## src/design/rpv_pkg.sv

```systemverilog
package rpv_pkg;

	localparam logic [7:0] MAX_LENGTH_RESET = 8'd240;
	localparam logic [7:0] COUNT_MAX        = 8'd255;
	localparam logic [2:0] STEM_MAX         = 3'd5;
	localparam logic [2:0] STEM_KEEP        = 3'd4;
	localparam logic [2:0] STEM_THREE       = 3'd3;

	localparam logic [7:0] CH_SLASH = 8'h2F;
	localparam logic [7:0] CH_DOT   = 8'h2E;
	localparam logic [7:0] CH_SPACE = 8'h20;
	localparam logic [7:0] CH_UNDER = 8'h5F;
	localparam logic [7:0] CH_DASH  = 8'h2D;
	localparam logic [7:0] CH_BANG  = 8'h21;
	localparam logic [7:0] CH_NONE  = 8'h00;

	// Reserved stems, first byte in the lowest bits
	localparam logic [23:0] STEM_CON = {8'h6E, 8'h6F, 8'h63};
	localparam logic [23:0] STEM_PRN = {8'h6E, 8'h72, 8'h70};
	localparam logic [23:0] STEM_AUX = {8'h78, 8'h75, 8'h61};
	localparam logic [23:0] STEM_NUL = {8'h6C, 8'h75, 8'h6E};
	localparam logic [23:0] STEM_COM = {8'h6D, 8'h6F, 8'h63};
	localparam logic [23:0] STEM_LPT = {8'h74, 8'h70, 8'h6C};

	typedef enum logic [1:0] {
		VERDICT_OK          = 2'd0,
		VERDICT_INVALID     = 2'd1,
		VERDICT_UNSAFE_CHAR = 2'd2,
		VERDICT_UNSAFE_COMP = 2'd3
	} verdict_t;

	typedef struct packed {
		logic       has_byte;
		logic [7:0] path_byte;
		logic       last;
	} item_t;

	typedef struct packed {
		verdict_t   verdict;
		logic [7:0] path_length;
	} result_t;

	function automatic logic is_digit(input logic [7:0] c);
		return (c >= 8'h30) && (c <= 8'h39);
	endfunction

	function automatic logic is_upper(input logic [7:0] c);
		return (c >= 8'h41) && (c <= 8'h5A);
	endfunction

	function automatic logic is_lower(input logic [7:0] c);
		return (c >= 8'h61) && (c <= 8'h7A);
	endfunction

	function automatic logic allowed_char(input logic [7:0] c);
		return is_lower(c) || is_upper(c) || is_digit(c) || (c == CH_SLASH) ||
			(c == CH_UNDER) || (c == CH_DASH) || (c == CH_DOT) ||
			(c == CH_BANG) || (c == CH_SPACE);
	endfunction

	function automatic logic [7:0] fold_char(input logic [7:0] c);
		return is_upper(c) ? (c | 8'h20) : c;
	endfunction

	// Unsafe finished component: trailing dot or space, or a reserved stem
	function automatic logic comp_bad(input logic [7:0] last_char,
		input logic [31:0] stem, input logic [2:0] len);
		logic [23:0] head;
		logic        bad;
		head = stem[23:0];
		bad  = (last_char == CH_DOT) || (last_char == CH_SPACE);
		if (len == STEM_THREE && (head == STEM_CON || head == STEM_PRN ||
			head == STEM_AUX || head == STEM_NUL))
			bad = 1'b1;
		if (len == STEM_KEEP && (head == STEM_COM || head == STEM_LPT) &&
			is_digit(stem[31:24]))
			bad = 1'b1;
		return (last_char != CH_NONE) && bad;
	endfunction

endpackage

```

## src/design/rpv_in_stage.sv

```systemverilog
module rpv_in_stage (
	input  logic          clk,
	input  logic          arst_n,
	input  logic          in_valid,
	output logic          in_ready,
	input  rpv_pkg::item_t in_item,
	input  logic          advance,
	output logic          valid_s1,
	output rpv_pkg::item_t item_s1
);
	import rpv_pkg::*;

	assign in_ready = !valid_s1 || advance;

	// Hold the accepted item until the scan takes it
	always_ff @(posedge clk or negedge arst_n) begin
		if (!arst_n) begin
			valid_s1 <= 1'b0;
		end else if (in_ready) begin
			valid_s1 <= in_valid;
		end
	end

	always_ff @(posedge clk) begin
		if (in_ready && in_valid) begin
			item_s1 <= in_item;
		end
	end

endmodule

```

## src/design/rpv_scan.sv

```systemverilog
module rpv_scan (
	input  logic            clk,
	input  logic            arst_n,
	input  logic            cfg_we,
	input  logic [7:0]      cfg_wdata,
	input  logic            fire,
	input  rpv_pkg::item_t  item_s1,
	output rpv_pkg::result_t result
);
	import rpv_pkg::*;

	logic [7:0]  max_length_q;
	logic [7:0]  count_q, count_d;
	logic        first_slash_q, first_slash_d;
	logic        prev_slash_q, prev_slash_d;
	logic        dbl_slash_q, dbl_slash_d;
	logic        bad_char_q, bad_char_d;
	logic        bad_comp_q, bad_comp_d;
	logic [31:0] stem_q, stem_d;
	logic [2:0]  stem_len_q, stem_len_d;
	logic        in_stem_q, in_stem_d;
	logic [7:0]  comp_last_q, comp_last_d;
	logic        take, slash, final_bad_comp;
	logic [7:0]  c;

	assign c     = item_s1.path_byte;
	assign take  = item_s1.has_byte;
	assign slash = (c == CH_SLASH);

	// Apply one byte to the running path state
	always_comb begin
		count_d       = count_q;
		first_slash_d = first_slash_q;
		prev_slash_d  = prev_slash_q;
		dbl_slash_d   = dbl_slash_q;
		bad_char_d    = bad_char_q;
		bad_comp_d    = bad_comp_q;
		stem_d        = stem_q;
		stem_len_d    = stem_len_q;
		in_stem_d     = in_stem_q;
		comp_last_d   = comp_last_q;
		if (take) begin
			if (count_q == '0)
				first_slash_d = slash;
			if (count_q != COUNT_MAX)
				count_d = count_q + 8'd1;
			if (!allowed_char(c))
				bad_char_d = 1'b1;
			prev_slash_d = slash;
			if (slash) begin
				if (prev_slash_q)
					dbl_slash_d = 1'b1;
				if (comp_bad(comp_last_q, stem_q, stem_len_q))
					bad_comp_d = 1'b1;
				stem_d      = '0;
				stem_len_d  = '0;
				in_stem_d   = 1'b1;
				comp_last_d = CH_NONE;
			end else begin
				comp_last_d = c;
				if (c == CH_DOT) begin
					in_stem_d = 1'b0;
				end else if (in_stem_q) begin
					if (stem_len_q < STEM_KEEP)
						stem_d[{stem_len_q[1:0], 3'b000} +: 8] = fold_char(c);
					if (stem_len_q < STEM_MAX)
						stem_len_d = stem_len_q + 3'd1;
				end
			end
		end
	end

	// Close the open component and rank the checks
	assign final_bad_comp = bad_comp_d || comp_bad(comp_last_d, stem_d, stem_len_d);

	always_comb begin
		result.path_length = count_d;
		priority if (count_d == '0 || count_d > max_length_q || first_slash_d ||
			prev_slash_d)
			result.verdict = VERDICT_INVALID;
		else if (bad_char_d)
			result.verdict = VERDICT_UNSAFE_CHAR;
		else if (final_bad_comp)
			result.verdict = VERDICT_UNSAFE_COMP;
		else if (dbl_slash_d)
			result.verdict = VERDICT_INVALID;
		else
			result.verdict = VERDICT_OK;
	end

	always_ff @(posedge clk or negedge arst_n) begin
		if (!arst_n) begin
			max_length_q <= MAX_LENGTH_RESET;
		end else if (cfg_we) begin
			max_length_q <= cfg_wdata;
		end
	end

	// Advance the path state; clear it after the last item
	always_ff @(posedge clk or negedge arst_n) begin
		if (!arst_n) begin
			count_q       <= '0;
			first_slash_q <= 1'b0;
			prev_slash_q  <= 1'b0;
			dbl_slash_q   <= 1'b0;
			bad_char_q    <= 1'b0;
			bad_comp_q    <= 1'b0;
			stem_q        <= '0;
			stem_len_q    <= '0;
			in_stem_q     <= 1'b1;
			comp_last_q   <= CH_NONE;
		end else if (fire) begin
			if (item_s1.last) begin
				count_q       <= '0;
				first_slash_q <= 1'b0;
				prev_slash_q  <= 1'b0;
				dbl_slash_q   <= 1'b0;
				bad_char_q    <= 1'b0;
				bad_comp_q    <= 1'b0;
				stem_q        <= '0;
				stem_len_q    <= '0;
				in_stem_q     <= 1'b1;
				comp_last_q   <= CH_NONE;
			end else begin
				count_q       <= count_d;
				first_slash_q <= first_slash_d;
				prev_slash_q  <= prev_slash_d;
				dbl_slash_q   <= dbl_slash_d;
				bad_char_q    <= bad_char_d;
				bad_comp_q    <= bad_comp_d;
				stem_q        <= stem_d;
				stem_len_q    <= stem_len_d;
				in_stem_q     <= in_stem_d;
				comp_last_q   <= comp_last_d;
			end
		end
	end

endmodule

```

## src/design/rpv_out_stage.sv

```systemverilog
module rpv_out_stage (
	input  logic             clk,
	input  logic             arst_n,
	input  logic             load,
	input  rpv_pkg::result_t result,
	output logic             free,
	output logic             out_valid,
	input  logic             out_ready,
	output rpv_pkg::result_t result_s2
);
	import rpv_pkg::*;

	logic valid_s2;

	assign free      = !valid_s2 || out_ready;
	assign out_valid = valid_s2;

	// Hold the verdict until the sink takes it
	always_ff @(posedge clk or negedge arst_n) begin
		if (!arst_n) begin
			valid_s2 <= 1'b0;
		end else if (free) begin
			valid_s2 <= load;
		end
	end

	always_ff @(posedge clk) begin
		if (free && load) begin
			result_s2 <= result;
		end
	end

endmodule

```

## src/design/resource_path_validator.sv

```systemverilog
// Channel   Dir  Handshake           Contents
// s_*       in   s_tvalid/s_tready   tdata path_byte, tuser has_byte, tlast last
// m_*       out  m_tvalid/m_tready   tdata verdict, path_length; tlast high
// cfg_*     in   cfg_we              cfg_wdata max_length
//
// One item per cycle sustained while the verdict output is not stalled. An item is
// registered in the input register, scanned against the running path flags, and on
// the last byte the verdict lands in the output register.
// Reset clears all path flags and sets max_length to 240.
// A stalled verdict holds the next path-ending item in the input register, and
// everything behind it waits; bytes ahead of that item keep flowing.
module resource_path_validator (
	input  logic        clk,
	input  logic        arst_n,
	input  logic        s_tvalid,
	output logic        s_tready,
	input  logic [7:0]  s_tdata,   // [7:0] path_byte
	input  logic        s_tuser,   // [0] has_byte
	input  logic        s_tlast,
	output logic        m_tvalid,
	input  logic        m_tready,
	output logic [15:0] m_tdata,   // [1:0] verdict, [9:2] path_length, [15:10] zero
	output logic        m_tlast,
	input  logic        cfg_we,
	input  logic [7:0]  cfg_wdata
);
	import rpv_pkg::*;

	item_t   in_item, item_s1;
	result_t result, result_s2;
	logic    valid_s1, advance, fire, out_free;

	assign in_item = '{has_byte: s_tuser, path_byte: s_tdata, last: s_tlast};

	// Move the item on unless its verdict has nowhere to go
	assign advance = !item_s1.last || out_free;
	assign fire    = valid_s1 && advance;

	rpv_in_stage u_in (
		.clk      (clk),
		.arst_n   (arst_n),
		.in_valid (s_tvalid),
		.in_ready (s_tready),
		.in_item  (in_item),
		.advance  (advance),
		.valid_s1 (valid_s1),
		.item_s1  (item_s1)
	);

	rpv_scan u_scan (
		.clk       (clk),
		.arst_n    (arst_n),
		.cfg_we    (cfg_we),
		.cfg_wdata (cfg_wdata),
		.fire      (fire),
		.item_s1   (item_s1),
		.result    (result)
	);

	rpv_out_stage u_out (
		.clk       (clk),
		.arst_n    (arst_n),
		.load      (fire && item_s1.last),
		.result    (result),
		.free      (out_free),
		.out_valid (m_tvalid),
		.out_ready (m_tready),
		.result_s2 (result_s2)
	);

	assign m_tdata = {6'd0, result_s2.path_length, result_s2.verdict};
	assign m_tlast = 1'b1;

endmodule
```

## config.mk

```make
export PLATFORM = sky130hd
export DESIGN_NAME = resource_path_validator
export DESIGN_NICKNAME = d
export VERILOG_FILES = /design/src/design/rpv_pkg.sv /design/src/design/rpv_in_stage.sv /design/src/design/rpv_scan.sv /design/src/design/rpv_out_stage.sv /design/src/design/resource_path_validator.sv
export SDC_FILE = /design/constraint.sdc
export NUM_CORES = 1
export LEC_CHECK = 0
export ABC_AREA = 1
export BUFFER_PORTS_ARGS = -buffer_cell sky130_fd_sc_hd__buf_2
export CAP_MARGIN = 20
export CORE_MARGIN = 8
export CORE_UTILIZATION = 32
export CTS_CLUSTER_DIAMETER = 100
export DETAILED_ROUTE_END_ITERATION = 12
export HOLD_SLACK_MARGIN = 0.02
export PLACE_DENSITY = 0.59
export SYNTH_ARGS = -nofsm -noshare
export SYNTH_HDL_FRONTEND = slang
export SYNTH_SLANG_ARGS = --single-unit
```

## constraint.sdc

```tcl
create_clock -name clk -period 6.1 [get_ports clk]
set_input_delay 1.22 -clock clk [delete_from_list [all_inputs] [get_ports clk]]
set_output_delay 1.22 -clock clk [all_outputs]
set_load 0.05 [all_outputs]
```

==> out/metrics.csv <==
stage,metric,value,unit
status,status,"finished, final reports clean",
global_route,grt_pass1_wl,24960,um
synth,synth_cell_types,48,
sta,timing.final.crit_share,61.54,%
worst_hold_path,hold_depth,2,
finish,diodes,0,
worst_hold_path,hp-start,u_scan.first_slash_q,
global_route,grt_pass1_vias,4982,
setup_path,cp_max_fo,5,
finish,area_growth_syn_to_layout,11.18,%
finish,final_cell_area,6211,um2
power_and_ir_drop,peakVddDrop,0.0001515,V
setup_path,rr_startpoint,u_scan.count_q[0],
routing,vias_per_cell,5.117,
sta,finalSetupViolCount,0,
clock_tree,path_clk_slew,80,ps
die,dieArea,21940,um2
clock_tree,holdBufCountCts,0,
finish,finalNetCount,806,
global_route,grt_max_degree,67,
power_and_ir_drop,p_leak,2.894,nW
clock_tree,post_cts_buffers,0,
power_and_ir_drop,power.total,1.764,mW
place,dp_hpwl,11100,um
sta,tightest_slew,888.0,ps
synth,synth_area,5587,um2
sta,setup_tns,0,ps
synth,syn-instance-count,742,
synth,synth_top_cell_by_area,dfrtp_1,
sta,final_hold_viol_count,0,
finish,drive_above_1_share,13.62,%
flow_run,max_cap_viol_count,0,
die,die_h,148.1,um
setup_path,start_kind,register,
sta,drv_slew,0,
routing,detail-route-antenna-nets,0,
routing,dr.pass1.iters,5,
routing,routed_wirelength,15280,um
die,start_util,32.52,%
synth,seq_area_frac_synth,40.43,%
synth,synth_flop_cell,dfrtp_1,
synth,synth.top_cells.by_count,"nand2_1 (154), inv_1 (105), nor2_1 (62), dfrtp_1 (61), nand3_1 (57)",
sta,fin_skew,13.72,ps
place,numPortBuffers,34,
routing,num_vias,5097,
power_and_ir_drop,powerDensity,284.0,nW/um2
synth,synthArstFlopShare,76.74,%
finish,fill_cells,1836,
sta,fmax,0.2664,GHz
worst_hold_path,min_path_type,reg2reg,
die,core_area,17180,um2
setup_path,r2r_end,u_out.result_s2[8],
synth,synth-warning-count,0,
routing,post-route-drc-count,0,
routing,wl_per_cell,15.34,um
die,dieWidth,148.1,um
sta,timing.slew.headroom,40.34,%
synth,yosysMostFrequentCell,nand2_1,
die,pin_count,42,
synth,ys_seq_elements,86,
worst_hold_path,hold_end,u_scan.first_slash_q,
clock_tree,numCtsBuffers,9,
synth,synth_area_per_cell,7.529,um2
setup_path,crit_type,reg2reg,
clock_tree,clk_latency,360,ps
setup_path,reg2reg_depth,18,
place,postPlaceCellArea,5912,um2
global_route,grt.overflow.total,0,
routing,drt_iter0_drc,418,
setup_path,worstPathArrival,3860,ps
setup_path,r2r_slack,2350,ps
clock_tree,cts_tree,yes,
clock_tree,root_buffer,clkbuf_16,
setup_path,cp.required,6210,ps
place,place.gp.congestion,0.9748,
clock_tree,htree_levels,3,
synth,synthTopCellsByArea,"dfrtp_1 (27%), edfxtp_1 (11%), nand2_1 (10%), inv_1 (7.1%), nand3_1 (5.1%)",
global_route,grt_antenna_before_repair,0,
clock_tree,cts_buffer_depth,2,
synth,synth_top_area_share,27.32,%
clock_tree,clock_sinks,86,
sta,rsz0062_at_grt,no,
clock_tree,ctsResizeCount,0,
die,placementRows,48,
synth,synth_edf_count,20,
global_route,grt_usage,14.24,%
sta,period_needed,3754,ps
setup_path,cp-end-kind,register,
[worst max-delay path by stage]
stage                                     to  cells after the start               from
after global routing      u_out.result_s2[8]                     18  u_scan.count_q[0]
final                     u_out.result_s2[8]                     18  u_scan.count_q[0]
after global placement    u_out.result_s2[8]                     15    u_in.item_s1[9]
after CTS                 u_out.result_s2[8]                     18  u_scan.count_q[0]
after floorplan           u_out.result_s2[8]                     18  u_scan.count_q[0]
after detailed placement   u_scan.stem_q[29]                      8           m_tready
[report_power, final]
part           leakage, nW  internal, mW  switching (mW)
clock network        0.148         0.290           0.266
logic                 1.68         0.150           0.362
registers             1.07         0.650          0.0456
total                 2.89          1.09           0.673
[flip-flops by register name (all words and copies together) (netlist names)]
name                  cells
u_scan.bad_char_q         1
u_scan.dbl_slash_q        1
u_out.result_s2          10
u_scan.bad_comp_q         1
u_scan.first_slash_q      1
u_scan.max_length_q       8
u_scan.prev_slash_q       1
u_scan.stem_q            31
u_in.item_s1             10
u_in.valid_s1             1
u_scan.comp_last_q        8
u_scan.count_q            8
u_out.out_valid           1
u_scan.stem_len_q         3
u_scan.in_stem_q          1
[stage by stage]
step	cells	utilization (%)	setup slack [ps]	hold slack (ps)
after floorplan	747	-	3074	447.9
after global placement	980	34.42	2406	466.3
after detailed placement	980	34.42	2284	468.2
after CTS	996	36.16	2357	485.8
after global routing	996	36.16	1930	519.4
final	996	36.16	2346	485.3
[per-layer routing]
| metal | wire [um] | track usage, % | up-vias |
|---|---|---|---|
| li1 | - | - | 2532 |
| met1 | 7031 | 17.98 | 2420 |
| met2 | 7286 | 23.42 | 126 |
| met3 | 650 | 2.522 | 19 |
| met4 | 313 | 6.272 | 0 |
| met5 | 0 | 0 | - |
[cell type report]
class	count	area, um2	share of cell area [%]
multi-input combinational	514	2731	43.98
sequential	86	2258	36.36
inverter	117	440.4	7.091
tap	225	281.5	4.533
clock buffer	9	225.2	3.626
timing repair buffer	38	200.2	3.223
clock inverter	7	73.82	1.189
[layout by cell type, fill, tap and decap left out, types with 5 or more instances in the layout]
cell type and n:
nand2_2 7, buf_2 34, edfxtp_1 20, a21oi_1 14
nand3_2 8, o21ai_0 46, dfrtp_1 61, nand4_1 26
nor4_1 7, inv_2 10, nand3_1 57, dfstp_2 5
clkbuf_16 9, nand3b_1 6, nor2_1 62, o22ai_1 44
ha_1 17, nor3_1 10, conb_1 7, inv_1 105
nand2_1 154, nor2_2 9
[logic make-up (layout without fill, tap and decap cells)]
| family | count (synthesis) | in the layout | synth area share (%) |
|---|---|---|---|
| compound gates | 127 | 127 | 13.35 |
| xor+xnor | 4 | 4 | 0.6270 |
| fa+ha+maj | 17 | 17 | 3.807 |
| buf+inv | 147 | 171 | 11.02 |
| flops | 86 | 86 | 40.43 |
| mux | 1 | 1 | 0.2016 |
| other cells | 2 | 7 | 0.1344 |
| simple gates | 358 | 358 | 30.44 |
[worst max-delay path, cell delays in order (launching register included)]
cell and delay (ps):
dfrtp_1 430, ha_1 230, nand2_1 100, inv_1 80
nand2_1 110, nor2_1 50, nor2_1 290, inv_1 130
nor4_2 230, nand3_1 130, xor2_1 350, ha_1 320
a21oi_1 160, nor2_1 60, a211oi_1 200, a2bb2oi_1 120
nand3b_1 160, a21oi_1 250, nand2_1 90
(Power assumes the default switching activity.)
